==> src/size_class_pool_allocator_top_assert.svh <==
// assertion macros for the size class pool allocator
`ifndef SIZE_CLASS_POOL_ALLOCATOR_TOP_ASSERT_SVH
`define SIZE_CLASS_POOL_ALLOCATOR_TOP_ASSERT_SVH

// condition in this cycle implies property in the same cycle
`define SCPA_ASSERT_IMP(lbl, cond, prop) \
    lbl: assert property (@(posedge i_clk) disable iff (!i_rst_n) (cond) |-> (prop)) \
        else $error("allocator assertion failed");

// condition in this cycle implies property in the next cycle
`define SCPA_ASSERT_NXT(lbl, cond, prop) \
    lbl: assert property (@(posedge i_clk) disable iff (!i_rst_n) (cond) |=> (prop)) \
        else $error("allocator assertion failed");

`endif

==> src/scpa_ram.sv <==
module scpa_ram #(
    parameter int WIDTH = 8,
    parameter int DEPTH = 16
) (
    input  logic                                        i_clk,
    input  logic                                        i_we,
    input  logic [((DEPTH > 1) ? $clog2(DEPTH) : 1)-1:0] i_waddr,
    input  logic [WIDTH-1:0]                            i_wdata,
    input  logic [((DEPTH > 1) ? $clog2(DEPTH) : 1)-1:0] i_raddr,
    output logic [WIDTH-1:0]                            o_rdata
);

    logic [WIDTH-1:0] r_mem [DEPTH];

    // one write port, one registered read port
    always_ff @(posedge i_clk) begin
        if (i_we) begin
            r_mem[i_waddr] <= i_wdata;
        end
        o_rdata <= r_mem[i_raddr];
    end

endmodule
==> config.mk <==
export PLATFORM = sky130hd
export DESIGN_NAME = scpa_ram
export DESIGN_NICKNAME = d
export VERILOG_FILES = /design/src/size_class_pool_allocator_top_assert.svh /design/src/scpa_ram.sv
export SDC_FILE = /design/constraint.sdc
export NUM_CORES = 1
export LEC_CHECK = 0
export BUFFER_PORTS_ARGS = -buffer_cell sky130_fd_sc_hd__buf_2
export CAP_MARGIN = 20
export CORE_ASPECT_RATIO = 1.1
export CORE_MARGIN = 1.5
export CORE_UTILIZATION = 45
export DETAILED_ROUTE_END_ITERATION = 8
export PLACE_DENSITY_LB_ADDON = 0.25
export SLEW_MARGIN = 20
export SYNTH_ARGS = -nofsm -noshare
export SYNTH_HDL_FRONTEND = slang
export SYNTH_SLANG_ARGS = --single-unit
==> constraint.sdc <==
create_clock -name i_clk -period 2.1 [get_ports i_clk]
set_clock_uncertainty 0.1 [all_clocks]
set_input_delay 0.21 -clock i_clk [delete_from_list [all_inputs] [get_ports i_clk]]
set_output_delay 0.21 -clock i_clk [all_outputs]
set_load 0.01 [all_outputs]
### Word-level counts from Yosys, hierarchy flattened

Memories as Yosys holds them, arrays and structs flattened. A register that Yosys moved wholly into a read port is not among the register bits.
Index checks and enable logic that the tools add are counted.

| operators by class | value |
|---|---|
| muxes and demuxes | 2 |

Operators by type and width:

| cell | count |
|---|---|
| $mux 1 | 2 |

| word-level totals | value |
|---|---|
| bits in writable memories | 128 |
| memories kept | 1 |
| register bits | 0 |
| word-level logic and storage cells | 3 |
| input port bits | 18 |
| output and inout bits | 8 |

Memories:

| memory | depth | bits a word | rd ports | clocked after Yosys merged registers in | write ports | line | RTL |
|---|---|---|---|---|---|---|---|
| r_mem | 16 | 8 | 1 | 1 | 1 | scpa_ram.sv:13 | `logic [WIDTH-1:0] r_mem [DEPTH];` |

### Logic depth before layout (Yosys ltp)

| logic depth | value |
|---|---|
| word-level depth | 2 |
| mapped depth | 5 |
| gate-level depth less buffers | 3 |

### Worst setup path before layout

OpenSTA, ideal clock, no wires.

| timing | value |
|---|---|
| path type | in2reg |
| start point | in i_waddr[2] (netlist bit) |
| end point | mem r_mem[0][0], enable pin |
| data arrival time | 1.320 ns |
| buffers on the path | 0 |
| required time | 1.617 ns |
| stages | 2 |
| slack | 0.297 ns |
| setup time | 0.383 ns |
| path through | or3b_2 -> nor3_1 |

RTL lines:

| element | line | RTL |
|---|---|---|
| start: declaration | scpa_ram.sv:7 | `input logic [((DEPTH > 1) ? $clog2(DEPTH) : 1)-1:0] i_waddr,` |
| end: declaration | scpa_ram.sv:13 |  |

No word-level cell before the write port.

==> impl_results.md <==
- Status: complete, no violations
- Proportion of layout cells with a drive suffix above 1: 30.2%
- Critical-path maximum fanout: 1
- Critical Path RT: 2.28 ns
- Mean Syn Cell Area: 22.5 µm²
- Die Ht: 115 µm
- Min-Delay Path Class: in2reg
- Via count: 2404
- DPL Wire Length: 5920 µm
- Final #Nets: 301
- Startpoint Class: flop
- Final hold violations: 0
- Lkg Pwr: 2.07 nW
- Area contributors post-synth: edfxtp_1 (75%), mux4_2 (7.9%), mux4_1 (7.1%), dfxtp_1 (3.1%), a22oi_1 (2.3%)
- Root Buffer: clkbuf_16
- First-pass GRT wire length: 14500 µm
- CTS resizes: 0
- Synth area leader: edfxtp_1
- Setup slack after placement: 0.302 ns
- Post-synth cell types: 19
- Clock Latency Late Sink: 0.40 ns
- Most numerous cell in the Yosys netlist: edfxtp_1
- GRT Overall Usage: 16.9%
- Cts hold-fix bufs: 0
- Initial core utilization: 46.8%
- Rows: 40
- YS warnings: 0
- Max Cap Viol: 0
- Core ar.: 0.0110 mm²
- DRT Pass-1 Iters: 4
- Post-DR wirelength/cell: 21.2 µm
- Total CTS buffers: 17
- Slew Limit Fails: 0
- Syn_nets: 247
- Ys async rst share: 0%
- Largest net degree at the start of global routing: 33
- RSZ-0062 raised after global routing: no
- FF+latch count, synth: 136
- Total wire length: 9370 µm
- Predominant post-synthesis flop cell: edfxtp_1
- Pwr/cell area: 975 mW/mm²
- CTS tree: yes
- Largest stage delay on the critical path: 0.51 ns
- Mapped Cells: 229
- Final TNS setup: 0 ns
- Post-synth EDFFs: 128
- Fmax achieved: 671 MHz
- Final Cycle Share: 71.0%
- # setup viols final: 0
- Initial DRC Count: 152
- List of most frequent post-synthesis cells: edfxtp_1 (128), mux4_2 (18), a22oi_1 (16)
- Die width: 105 µm
- Synth top area share: 74.7%
- Worst-path clk slew: 0.05 ns
- P&R area growth vs syn: 17.9%
- Synth Cell Area: 0.00515 mm²
- Residual DRC count: 0
- Worst EP arrival: 1.67 ns
- Postcts setup bufs: 0
- Slowest CP cell: mux4_1
- Vias in the first global route: 2499
- Seq/Total Area, Yosys: 77.8%
- Final worst slack: 0.609 ns
- Worst path top cell family by delay: multiplexers
- CP Class: reg2reg
- Die area: 0.0121 mm²
- Slew margin rel.: 67.1%
- PortBufs: 25
- Total grt overflow: 0
- Clk buf depth: 2
- Maximum vdd drop: 0.483 mV
- Min cycle time layout: 1.49 ns
- Clk sinks: 136
- Final RePlAce weighted congestion: 0.702
- Antenna violations before repair: 0
- WP buf/inv: 0
- CP Cell Sequence: mux4_1 -> a22oi_1 -> nand2_1
- Slew at the pin with the worst max-slew slack: 0.492 ns
- Ant diodes: 0
- Nature of the critical path endpoint: flop
- IO Count: 26
- H-Tree Depth: 4
- Routed vias/inst: 5.44
- Post-route ant nets: 0
## sequential cells by signal (all words and copies together), names as in the netlist
| signal | cells |
|---|---|
| o_rdata | 8 |
| r_mem | 128 |
## logic make-up (layout without fill, tap and decap cells)
kind of cell | after synthesis | in the layout | synth area share [%]
buffers and inverters | 10 | 76 | 1.68
AOI/OAI and AO/OA | 16 | 16 | 2.33
DFF | 136 | 136 | 77.8
muxes | 32 | 32 | 15.0
and+or+nand+nor | 35 | 35 | 3.18
## placed cells by master, fill, tap and decap left out, drive strengths merged
cell	instances
nand2b	2
and2	1
nand3b	2
and2b	1
nor3	4
or3b	1
dfxtp	8
clkbuf	27
edfxtp	128
buf	45
nor2b	1
nand3	1
nor2	13
a22oi	16
mux4	32
clkinv	4
nand2	9
## per-stage QoR
step / util [%] / area (µm²) / power, W / std cells / hold WS (ns)
after floorplan: - / 5150 / 0.00327 / 229 / 0.209
after global placement: 50.4 / 5550 / 0.00339 / 411 / 0.496
after detailed placement: 50.4 / 5550 / 0.00340 / 411 / 0.504
after CTS: 55.1 / 6070 / 0.00596 / 442 / 0.0794
after global routing: 55.1 / 6070 / 0.00610 / 442 / 0.0923
final: 55.1 / 6070 / 0.00592 / 442 / 0.0931
## routing by layer
layer | routed length (µm) | GRT usage, %
met5 | 0 | 0
met4 | 112 | 5.02
met3 | 360 | 4.54
met2 | 4900 | 29.2
met1 | 3990 | 21.2
## worst register-to-register path: stages, from the launching register on
cell and delay (ns):
edfxtp_1 0.35, mux4_1 0.51, a22oi_1 0.32, nand2_1 0.09
## layout make-up
class	count	area (µm²)
Clock buffer	27	503
Multi-Input combinational cell	83	1060
Sequential cell	136	4000
Fill cell	870	4940
Timing Repair Buffer	45	300
Tap cell	147	184
Clock inverter	4	20.0
## report_power, final
group,switching [W],leakage (nW),internal (W)
clock,0.000962,0.261,0.00162
combinational,0.000160,0.586,0.000123
sequential,0.0000148,1.22,0.00304
## final timing paths
check	start	end	slack, ns	cells past startpoint
setup / recovery	r_mem[1][3]	o_rdata[3]	0.61	3
hold / removal	i_wdata[2]	r_mem[2][2]	0.09	1
setup reg to reg	r_mem[1][3]	o_rdata[3]	0.61	3
hold reg to reg	r_mem[14][6]	o_rdata[6]	0.57	3
Power figures use the tool's default switching activity.
